$ cat config.mk
export PLATFORM = sky130hd
export DESIGN_NAME = fwct_cell
export DESIGN_NICKNAME = d
export VERILOG_FILES = /design/src/hdl/fwct_pkg.sv /design/src/hdl/fwct_cell.sv
export SDC_FILE = /design/constraint.sdc
export NUM_CORES = 1
export LEC_CHECK = 0
export ABC_AREA = 1
export BUFFER_PORTS_ARGS = -buffer_cell sky130_fd_sc_hd__buf_4
export CAP_MARGIN = 20
export CORE_MARGIN = 2
export CORE_UTILIZATION = 40
export DETAILED_ROUTE_END_ITERATION = 8
export PLACE_DENSITY = 0.68
export SYNTH_ARGS = -nofsm -noshare
export SYNTH_HDL_FRONTEND = slang
export SYNTH_SLANG_ARGS = --single-unit
$ cat constraint.sdc
create_clock -name clk_i -period 3.9 [get_ports clk_i]
set_input_delay 0 -clock clk_i [delete_from_list [all_inputs] [get_ports clk_i]]
set_output_delay 0 -clock clk_i [all_outputs]
set_load 0.005 [all_outputs]
$ cat src/hdl/fwct_pkg.sv
`timescale 1ns / 1ps
// ----------------------------------------------------------------------------
// fwct_pkg
// Shared types and constants of the connection tracker.
// ----------------------------------------------------------------------------
package fwct_pkg;

  localparam int unsigned TableEntries = 64;

  localparam logic [7:0] ProtoIcmp   = 8'd1;
  localparam logic [7:0] ProtoTcp    = 8'd6;
  localparam logic [7:0] IcmpEchoReq = 8'd8;
  localparam logic [7:0] IcmpEchoRep = 8'd0;
  localparam int unsigned FlagFin = 0;
  localparam int unsigned FlagSyn = 1;
  localparam int unsigned FlagRst = 2;
  localparam int unsigned FlagAck = 4;

  typedef enum logic [1:0] {
    CfgIcmpTmo = 2'd0,
    CfgSynTmo  = 2'd1,
    CfgEstTmo  = 2'd2,
    CfgClsTmo  = 2'd3
  } cfg_idx_e;

  typedef enum logic [1:0] {
    ConnNew     = 2'd0,
    ConnEst     = 2'd1,
    ConnClosing = 2'd2
  } conn_state_e;

  typedef enum logic [2:0] {
    RsnOk      = 3'd0,
    RsnUnsup   = 3'd1,
    RsnDir     = 3'd2,
    RsnNoEnt   = 3'd3,
    RsnFull    = 3'd4,
    RsnExpired = 3'd5,
    RsnState   = 3'd6
  } reason_e;

  typedef enum logic [1:0] {
    StIdle,
    StMatch,
    StExec
  } fsm_e;

  typedef struct packed {
    logic [63:0] pair;
    logic [7:0]  proto;
    logic [47:0] aux;
  } key_t;

  typedef struct packed {
    conn_state_e state;
    logic [63:0] tmo;
  } sel_t;

  typedef struct packed {
    logic        we;
    logic        ins;
    logic        use_free;
    logic        set_state;
    conn_state_e state;
    logic        set_tmo;
    logic [63:0] tmo;
  } cmd_t;

endpackage

$ cat src/hdl/fwct_cell.sv
`timescale 1ns / 1ps
// ----------------------------------------------------------------------------
// fwct_cell
// One table entry: key compare, lowest-hit/free claim chain, write-back.
// ----------------------------------------------------------------------------
module fwct_cell import fwct_pkg::*; (
  input  logic  clk_i,
  input  logic  rst_ni,
  input  key_t  key_i,
  input  logic  cap_i,
  input  logic  claim_hit_i,
  output logic  claim_hit_o,
  input  logic  claim_free_i,
  output logic  claim_free_o,
  input  sel_t  sel_i,
  output sel_t  sel_o,
  output logic  sel_hit_o,
  input  cmd_t  cmd_i
);

  logic        valid_q;
  logic [63:0] pair_q;
  logic [7:0]  proto_q;
  logic [47:0] aux_q;
  conn_state_e state_q;
  logic [63:0] tmo_q;
  logic        hit_q, free_q;
  logic [47:0] in_aux;
  logic        match;
  logic        sel_hit, sel_free, we;

  always_comb begin
    if (proto_q == ProtoTcp) begin
      in_aux = {16'd0, aux_q[15:0], aux_q[31:16]};
    end else begin
      in_aux = {16'd0, aux_q[31:0]};
    end
    match = valid_q && (proto_q == key_i.proto) &&
            (((pair_q == key_i.pair) && (aux_q == key_i.aux)) ||
             (({pair_q[31:0], pair_q[63:32]} == key_i.pair) && (in_aux == key_i.aux)));
  end

  always_ff @(posedge clk_i or negedge rst_ni) begin
    if (!rst_ni) begin
      hit_q  <= 1'b0;
      free_q <= 1'b0;
    end else if (cap_i) begin
      hit_q  <= match;
      free_q <= !valid_q;
    end
  end

  assign sel_hit      = hit_q && !claim_hit_i;
  assign sel_free     = free_q && !claim_free_i;
  assign claim_hit_o  = claim_hit_i | hit_q;
  assign claim_free_o = claim_free_i | free_q;
  assign sel_hit_o    = sel_hit;
  assign sel_o        = sel_hit ? sel_t'{state: state_q, tmo: tmo_q} : sel_i;
  assign we           = cmd_i.we && (cmd_i.use_free ? sel_free : sel_hit);

  always_ff @(posedge clk_i or negedge rst_ni) begin
    if (!rst_ni) begin
      valid_q <= 1'b0;
    end else if (we && cmd_i.ins) begin
      valid_q <= 1'b1;
    end
  end

  always_ff @(posedge clk_i) begin
    if (we) begin
      if (cmd_i.ins) begin
        pair_q  <= key_i.pair;
        proto_q <= key_i.proto;
        aux_q   <= key_i.aux;
      end
      if (cmd_i.set_state) begin
        state_q <= cmd_i.state;
      end
      if (cmd_i.set_tmo) begin
        tmo_q <= cmd_i.tmo;
      end
    end
  end

endmodule
==> results of run 1 <==
## state kept, by name (all words and copies together) (netlist names)
name,flops
pair_q,64
tmo_q,64
aux_q,48
proto_q,8
state_q,2
free_q,1
hit_q,1
valid_q,1
## cells in the mapped netlist
library cell / number
o21ai_1: 2
nand2_2: 12
nand4_1: 18
a21oi_1: 3
buf_4: 6
nand3b_1: 8
nor2_1: 103
nor3_1: 9
nand2_1: 515
inv_1: 150
o21ai_2: 1
nor2_8: 2
clkbuf_1: 12
a221oi_1: 1
nand2_4: 1
o211ai_1: 2
buf_6: 4
edfxtp_1: 186
o21ai_0: 6
xnor2_1: 47
dfrtp_1: 3
nor4_1: 8
or2_2: 7
inv_2: 2
buf_1: 2
nand3_1: 67
xor2_1: 71
## report_power, final
part / leakage (uW) / internal (uW) / switching (uW)
Combinational: 0.00547 / 439 / 317
Sequential: 0.00172 / 2270 / 19.9
Clock: 0.000300 / 932 / 905
## stage by stage
stage / cells / instance area (sq um) / setup WS (ns)
final: 2120 / 15900 / 1.40
after global routing: 2119 / 15900 / 1.19
after CTS: 2117 / 15900 / 1.46
after detailed placement: 1895 / 13400 / 1.46
after global placement: 1895 / 13400 / 1.51
after floorplan: 1248 / 10600 / 0.148
## kinds of logic (layout without fill, tap and decap cells)
| family | Yosys count | count (layout) | synth area share |
|---|---|---|---|
| AND/OR/NAND/NOR | 750 | 750 | 0.292 |
| other | 0 | 3 | 0 |
| buffers and inverters | 176 | 710 | 0.0674 |
| XOR/XNOR | 118 | 118 | 0.0976 |
| flip-flops | 189 | 189 | 0.535 |
| AO/OA/AOI/OAI | 15 | 15 | 0.00827 |
## final timing paths
check	to	slack, ns	cells after the start
setup / recovery	hit_q	1.40	15
hold / removal	state_q[0]	0.09	3
setup reg to reg	hit_q	1.40	15
hold reg to reg	valid_q	0.50	1
max in group asynchronous	hit_q	3.22	3
min in group asynchronous	free_q	0.52	3
## metal layers
metal	share of wire	vias up	wire length (microns)	track usage
li1	-	4989	-	-
met2	0.48	371	16500	0.415
met3	0.060	58	2040	0.0471
met4	0.033	0	1130	0.0960
met1	0.42	4624	14300	0.303
met5	0	-	0	0
## worst max-delay path, cell delays in order, from the launching register on
cell and delay [ns]:
edfxtp_1 0.42, inv_1 0.07, nand2_1 0.12, nor2_8 0.41
nand2_4 0.41, nand2_1 0.20, nand2_1 0.07, nand2_1 0.06
nand2_1 0.05, nor2_1 0.12, nand2_1 0.06, nor2_1 0.09
nand4_1 0.11, nand2_1 0.10, nand2_1 0.05, nand2_1 0.06
## layout make-up
class | instances | area [sq um] | area share
sequential | 189 | 5660 | 0.355
timing repair buffer | 526 | 4440 | 0.278
multi-input combinational | 883 | 4230 | 0.265
inverter | 152 | 573 | 0.0359
clock buffer | 17 | 425 | 0.0267
tap | 335 | 419 | 0.0263
clock inverter | 15 | 190 | 0.0119
antenna | 3 | 7.51 | 0.000471
## what timing repair did
item | CTS | global route
endpoints found under the setup margin | 0 | 0
endpoints found under the hold margin | 193 | 0
hold buffers | 190 | 0
==> run_results.csv, run 1 <==
group,metric,value,unit
critical_path,r2r_start,"proto_q[6]",
hold_path,min_path_type,"in2reg",
critical_path,crit_fanout,42,
die,start_util,0.406,
clocking,numClockSinks,189,
clocking,cts_buffer_depth,2,
place,port-buffer-count,330,
clocking,postCtsSetupRepairBufs,0,
hold_path,min_from,"cmd_i[70]",
synth,syn_area_per_cell,8.48,sq um
power,max-vdd-ir-drop,0.246,mV
critical_path,cp_data_arrival_time,2.87,ns
place,place.gp.congestion,0.875,
power,power,4880,uW
final_layout,final_nets,2031,
outcome,status,"completed",
synth,syn-num-nets,1510,
clocking,cts-root-buf,"clkbuf_16",
final_layout,final_cell_mix,"nand2_1, buf_4, dlygate4sd3_1",
die,num_io_pins,331,
global_route,first_global_vias,10020,
final_layout,final_common_cell,"nand2_1",
clocking,clk_pin_slew,0.08,ns
routing,drc,0,
critical_path,criticalPathCategory,"reg2reg",
place,place_hpwl,24.3,mm
synth,synth_area_leaders,"edfxtp_1, nand2_1, xor2_1",
global_route,grt_max_degree,68,
synth,synth_seq_area_share,0.535,
synth,synthCells,1248,
final_layout,utilization,0.612,
die,die_y,167,microns
synth,synth_cell_types,27,
timing,worstMarginPinSlew,0.857,ns
routing,routedWlPerCell,16.0,microns
critical_path,start_kind,"flip-flop",
global_route,grt_usage,0.243,
clocking,clk_latency,0.43,ns
clocking,cts_tree,"yes",
global_route,antenna_found_initial,2,
routing,viasPerCell,4.74,
synth,syn-cell-area,10600,sq um
timing,fin_crit,2.50,ns
timing,max_freq,0.401,GHz
timing,holdWs,0.0872,ns
synth,synth.top_cell.area_share,0.528,
timing,relSlewSlack,0.429,
routing,firstDrtPassIters,6,
critical_path,startpoint,"proto_q[6]",
global_route,grt_pass1_wl,53.1,mm
routing,vias,10042,
critical_path,required,4.27,ns
clocking,cts_buffers,17,
clocking,cts_resized,0,
timing,finClkSkew,0.0117,ns
die,num_rows,59,
global_route,overflow,0,
die,die_width,167,microns
final_layout,drive_above_1_share,0.223,
critical_path,end_kind,"flip-flop",
power,p_leak,0.00749,uW
synth,synth_top_area_cell,"edfxtp_1",
timing,min_period_over_period,0.640,
timing,drv_slew,0,
routing,first_iter_violations,849,
power,power.density,306,nW/um^2
timing,fin_tns_setup,0,ns
final_layout,fillCellCount,2134,
routing,wirelength,34.0,mm
timing,rsz0062_at_grt,"no",
run,drv_cap,0,
synth,yosysWarnings,0,
timing,hold_viol,0,
synth,ys_ff_latch,189,
timing,setup_viol_count_final,0,
final_layout,syn_to_final_growth,50.6,%
clocking,ctsHtreeMaxLevel,4,
die,core_area,26100,sq um
die,die_area,27800,sq um
routing,drtAntennaViolNets,0,
No activity file was read; power rests on OpenSTA's default activity.
==> run 2, diff against run 1 <==
==> constraint.sdc (replaced) <==
create_clock -name clk_i -period 2.1 [get_ports clk_i]
set_input_delay 0 -clock clk_i [delete_from_list [all_inputs] [get_ports clk_i]]
set_output_delay 0 -clock clk_i [all_outputs]
set_load 0.005 [all_outputs]
==> run_results.csv, run 2 (synthesized netlist as in run 1, its figures left out) <==
group,metric,value,unit
global_route,first_global_vias,10133,
critical_path,crit_top_cell,"nand2_1",
power,power_frac_seq,0.476,
power,power.density,554,nW/um^2
timing,worstMarginPinSlew,0.496,ns
final_layout,utilization,0.619,
critical_path,cp_num_cells,16,
timing,setup_viol_count_final,0,
routing,drc,0,
outcome,violations,"negative hold slack",
final_layout,syn_to_final_growth,52.4,%
outcome,status,"finished with violations",
final_layout,final_nets,2042,
run,drv_cap,0,
routing,viasPerCell,4.80,
die,die_width,167,microns
critical_path,required,2.47,ns
hold_path,min_path_type,"in2async",
clocking,clk_latency,0.43,ns
timing,holdWs,-0.00167,ns
die,die_y,167,microns
final_layout,final_cell_mix,"nand2_1, buf_4, dlygate4sd3_1",
routing,vias,10227,
power,power,8930,uW
place,place_hpwl,24.7,mm
final_layout,drive_above_1_share,0.231,
critical_path,cp.buffers_inverters,2,
final_layout,top_regs,"pair_q: 64 flops, tmo_q: 64 flops, aux_q: 48 flops",
critical_path,criticalPathCategory,"reg2reg",
critical_path,r2r_start,"proto_q[3]",
timing,min_period_over_period,0.956,
critical_path,startpoint,"proto_q[3]",
timing,setup_slack,0.0928,ns
final_layout,fin_cells,2131,
final_layout,final_common_cell,"nand2_1",
die,start_util,0.406,
timing,max_freq,0.498,GHz
power,p_int,6720,uW
global_route,grt_usage,0.242,
power,clkPwrFrac,0.366,
critical_path,start_kind,"flip-flop",
routing,firstDrtPassIters,5,
critical_path,cp_data_arrival_time,2.37,ns
power,max-vdd-ir-drop,0.399,mV
place,place.gp.congestion,0.871,
timing,drv_slew,0,
clocking,cts_buffers,17,
clocking,cts_buffer_depth,2,
power,p_sw,2210,uW
critical_path,crit_fanout,17,
routing,drtAntennaViolNets,0,
place,dp_cells,1902,
critical_path,path_cells,"inv_1 -> nand2_2 -> nor2_8 -> buf_12 -> nand3_1 -> nand2_1 -> nand2_1 -> nand2_1 -> nand2_1 -> nor2_1 -> nand2_1 -> nor2_1 -> nand4_1 -> nand2_1 -> nand2_1 -> nand2_1",
routing,first_iter_violations,812,
critical_path,slowest_stage,"edfxtp_1",
critical_path,end_kind,"flip-flop",
timing,hold_viol,3,
die,num_io_pins,331,
routing,routedWlPerCell,16.1,microns
global_route,antenna_found_initial,3,
die,core_area,26100,sq um
power,p_leak,0.00754,uW
timing,rsz0062_at_grt,"yes",
clocking,clk_pin_slew,0.07,ns
timing,fin_crit,2.01,ns
critical_path,crit_family,"simple AND/OR/NAND/NOR gates",
power,swShare,0.248,
clocking,cts_tree,"yes",
timing,relSlewSlack,0.669,
routing,wirelength,34.3,mm
die,die_area,27800,sq um
clocking,ctsHtreeMaxLevel,4,
global_route,grt_max_degree,68,
timing,finClkSkew,0.0107,ns
clocking,numClockSinks,189,
place,dpl_worst_slack,0.0250,ns
global_route,grt_pass1_wl,53.3,mm
critical_path,r2r_cells,16,
clocking,cts-root-buf,"clkbuf_16",
global_route,overflow,0,
die,num_rows,59,
timing,fin_tns_setup,0,ns
power,power_frac_comb,0.158,
place,port-buffer-count,330,
critical_path,cpPeakStageDelay,0.38,ns
==> run 2: path summary, 6_finish.rpt <==
check,endpoint,slack (ns)
max in group asynchronous,hit_q,2.01
setup reg to reg,hit_q,0.09
min in group clk_i,state_q[0],0.06
hold / removal,valid_q,-0.002
setup / recovery,hit_q,0.09
hold reg to reg,valid_q,0.47
==> run 2: power by group through the flow <==
stage	registers, uW	clock network (uW)	logic, uW
after global placement	4330	0	1090
final	4250	3270	1420
after floorplan	4330	0	384
after global routing	4260	3470	1540
after detailed placement	4330	0	1100
after CTS	4250	3330	1410
==> run 2: through the flow <==
| stage | area, sq um | hold WS (ns) |
|---|---|---|
| final | 16100 | -0.00167 |
| after global routing | 16100 | 0.00962 |
| after CTS | 16000 | 0.0154 |
| after detailed placement | 13500 | -0.201 |
| after global placement | 13500 | -0.199 |
| after floorplan | 10600 | -0.296 |
==> run 2: area by class of cell <==
class                      instances  area, sq um
multi-input combinational        884         4270
tap                              335          419
antenna                            3         7.51
sequential                       189         5660
clock inverter                    15          151
fill                            2132         9920
timing repair buffer             536         4620
inverter                         152          574
clock buffer                      17          425
==> run 2: repair_timing <==
item / in CTS / in global routing
endpoints found under the hold margin: 193 / 0
gates cloned: 0 / 2
resized for setup: 1 / 10
pin swaps: 0 / 3
endpoints found under the setup margin: 3 / 19
hold buffers: 189 / 0
buffers inserted: 0 / 3
==> run 2: worst register-to-register path: stages (launching register included) <==
cell and delay [ns]:
edfxtp_1 0.38, inv_1 0.11, nand2_2 0.10, nor2_8 0.22, buf_12 0.19, nand3_1 0.13, nand2_1 0.09, nand2_1 0.05
nand2_1 0.05, nand2_1 0.05, nor2_1 0.08, nand2_1 0.06, nor2_1 0.14, nand4_1 0.12, nand2_1 0.08, nand2_1 0.05
nand2_1 0.06
==> run 2: layer usage <==
metal,track usage,vias to the layer above,part of all wire
met5,0,-,0
li1,-,5015,-
met2,0.435,418,0.51
met4,0.0660,0,0.022
met3,0.0411,40,0.060
met1,0.301,4754,0.41
==> run 3, diff against run 2 <==
--- a/config.mk
+++ b/config.mk
@@ -5,13 +5,13 @@
 export SDC_FILE = /design/constraint.sdc
 export NUM_CORES = 1
 export LEC_CHECK = 0
-export ABC_AREA = 1
 export BUFFER_PORTS_ARGS = -buffer_cell sky130_fd_sc_hd__buf_4
 export CAP_MARGIN = 20
+export CORE_ASPECT_RATIO = 0.9
 export CORE_MARGIN = 2
 export CORE_UTILIZATION = 40
 export DETAILED_ROUTE_END_ITERATION = 8
-export PLACE_DENSITY = 0.68
+export PLACE_DENSITY = 0.66
 export SYNTH_ARGS = -nofsm -noshare
 export SYNTH_HDL_FRONTEND = slang
 export SYNTH_SLANG_ARGS = --single-unit
==> constraint.sdc (replaced) <==
create_clock -name clk_i -period 1.9 [get_ports clk_i]
set_input_delay 0 -clock clk_i [delete_from_list [all_inputs] [get_ports clk_i]]
set_output_delay 0 -clock clk_i [all_outputs]
set_load 0.005 [all_outputs]
==> run_results.csv, run 3 <==
group,metric,value,unit
hold_path,min_from,"cmd_i[70]",
timing,finClkSkew,0.0133,ns
timing,worstMarginPinSlew,0.495,ns
place,place.gp.congestion,0.906,
routing,first_iter_violations,630,
die,start_util,0.405,
routing,drtAntennaViolNets,0,
timing,drv_slew,0,
synth,synth_cell_types,41,
synth,synth.top_cell.area_share,0.594,
final_layout,design_area,16500,sq um
critical_path,r2r_cells,7,
timing,fin_tns_setup,-0.843,ns
timing,hold_viol,0,
routing,routedWlPerCell,22.2,microns
clocking,clk_latency,0.43,ns
place,dpl_cell_area,13400,sq um
timing,fin_crit,2.74,ns
run,drv_cap,0,
die,die_area,24800,sq um
critical_path,start_kind,"flip-flop",
synth,syn-num-nets,916,
synth,syn_area_per_cell,14.4,sq um
place,place_hpwl,25.6,mm
synth,synth_seq_area_share,0.602,
clocking,cts_buffers,17,
outcome,status,"finished with violations",
synth,synthTopCellsByCount,"edfxtp_1, xnor2_1, mux2_2, xor2_1, nand4_1",
die,die_width,166,microns
timing,relSlewSlack,0.667,
final_layout,final_cell_mix,"buf_4, dlygate4sd3_1, edfxtp_1",
synth,synth-edff-count,186,
critical_path,startpoint,"proto_q[7]",
synth,synth_area_leaders,"edfxtp_1, xnor2_1, mux2_2",
critical_path,ff2ff_setup_slack,-0.84,ns
critical_path,rr_endpoint,"hit_q",
outcome,violations,"negative setup slack",
routing,drc,0,
critical_path,r2r_start,"proto_q[7]",
timing,max_freq,0.365,GHz
timing,setup_slack,-0.843,ns
clocking,numClockSinks,189,
power,power,10300,uW
routing,wirelength,37.2,mm
routing,firstDrtPassIters,5,
hold_path,hold_depth,2,
die,num_rows,53,
routing,viasPerCell,5.11,
die,num_io_pins,331,
final_layout,top_regs,"pair_q: 64 flops, tmo_q: 64 flops, aux_q: 48 flops",
power,max-vdd-ir-drop,0.510,mV
critical_path,crit_fanout,5,
synth,synth-main-ff-cell,"edfxtp_1",
critical_path,cp_data_arrival_time,3.07,ns
synth,synth.most_common_cell,"edfxtp_1",
synth,synthCells,654,
critical_path,required,2.23,ns
clocking,cts_tree,"yes",
critical_path,end_kind,"flip-flop",
global_route,grt_max_degree,45,
final_layout,final_nets,1621,
final_layout,syn_to_final_growth,75.7,%
synth,yosysWarnings,0,
synth,syn-cell-area,9400,sq um
clocking,cts-root-buf,"clkbuf_16",
final_layout,fillCellCount,1599,
global_route,grt_usage,0.281,
synth,ys_ff_latch,189,
power,p_leak,0.00655,uW
final_layout,final_common_cell,"buf_4",
place,port-buffer-count,330,
die,die_y,149,microns
global_route,first_global_vias,8656,
critical_path,criticalPathCategory,"reg2reg",
clocking,ctsHtreeMaxLevel,4,
hold_path,holdPathEnd,"state_q[1]",
synth,synth_top_area_cell,"edfxtp_1",
timing,setup_viol_count_final,1,
power,power.density,624,nW/um^2
global_route,overflow,0,
routing,vias,8548,
global_route,antenna_found_initial,1,
timing,min_period_over_period,1.44,
global_route,grt_pass1_wl,52.1,mm
hold_path,min_path_type,"in2reg",
synth,postSynth.asyncResetShare,0.0159,
clocking,cts_buffer_depth,2,
clocking,clk_pin_slew,0.07,ns
timing,rsz0062_at_grt,"yes",
die,core_area,23200,sq um
final_layout,drive_above_1_share,0.451,
## run 3: changes by cell type after synthesis, sizes merged, moves of 16 or more
cell | previous run | this run
nand2 | 528 | 11
inv | 152 | 11
nor2 | 105 | 3
xnor2 | 47 | 135
mux2 | 0 | 67
nand3 | 67 | 8
nand4 | 18 | 40
nor4 | 8 | 25
mux2i | 0 | 16
## run 3: cell families after synthesis
| logic type | synth area share |
|---|---|
| xor+xnor | 0.181 |
| mux | 0.0973 |
| flops | 0.602 |
| compound gates | 0.0334 |
| simple gates | 0.0769 |
| buf+inv | 0.00985 |
## run 3: worst max-delay path by stage
stage / cells after the start / endpoint / slack [ns]
2_1_floorplan: 8 / hit_q / -0.80
3_3_place_gp: 7 / hit_q / -0.85
3_5_place_dp: 7 / hit_q / -0.89
4_1_cts: 7 / hit_q / -0.78
5_1_grt: 7 / hit_q / -0.92
6_report: 7 / hit_q / -0.84
## run 3: metal layers
metal | track usage | vias up | part of all wire
met5 | 0 | - | 0
met1 | 0.361 | 4212 | 0.41
met2 | 0.496 | 389 | 0.50
met4 | 0.0739 | 0 | 0.024
met3 | 0.0484 | 46 | 0.062
li1 | - | 3901 | -
## run 3: power by group
group	switching, uW	internal [uW]	leakage (uW)
combinational	671	1090	0.00453
sequential	40.3	4660	0.00171
clock	1640	2210	0.000300
## run 3: critical path, stage by stage (launching register included)
cell and delay, ns:
edfxtp_1 0.40, or4_4 0.60, o21ai_0 0.22, a21oi_1 0.10
a2111oi_1 0.45, nand4_1 0.14, or4_1 0.54, o31ai_1 0.20
## run 3: per-stage QoR
stage	setup slack (ns)	hold WS, ns	cells	utilization
final	-0.843	0.0874	1674	0.712
after global routing	-0.924	0.0730	1674	0.712
after detailed placement	-0.888	-0.202	1424	0.579
after CTS	-0.781	0.0107	1651	0.697
after floorplan	-0.797	-0.296	654	-
after global placement	-0.852	-0.202	1424	0.579
## run 3: timing repair
action	4_1_cts	5_1_grt
hold buffers	190	0
gates resized for setup	34	11
cloned	3	12
buffers inserted	3	13
pin swaps	0	3
setup endpoints to repair	67	180
endpoints found under the hold margin	193	0
## run 3: final cells by class
class | instances | area [sq um] | share of cell area
sequential | 189 | 5660 | 0.342
clock inverter | 13 | 188 | 0.0114
tap | 302 | 378 | 0.0229
antenna | 1 | 2.50 | 0.000151
inverter | 11 | 41.3 | 0.00250
timing repair buffer | 696 | 6060 | 0.367
clock buffer | 18 | 429 | 0.0260
multi-input combinational | 444 | 3760 | 0.228
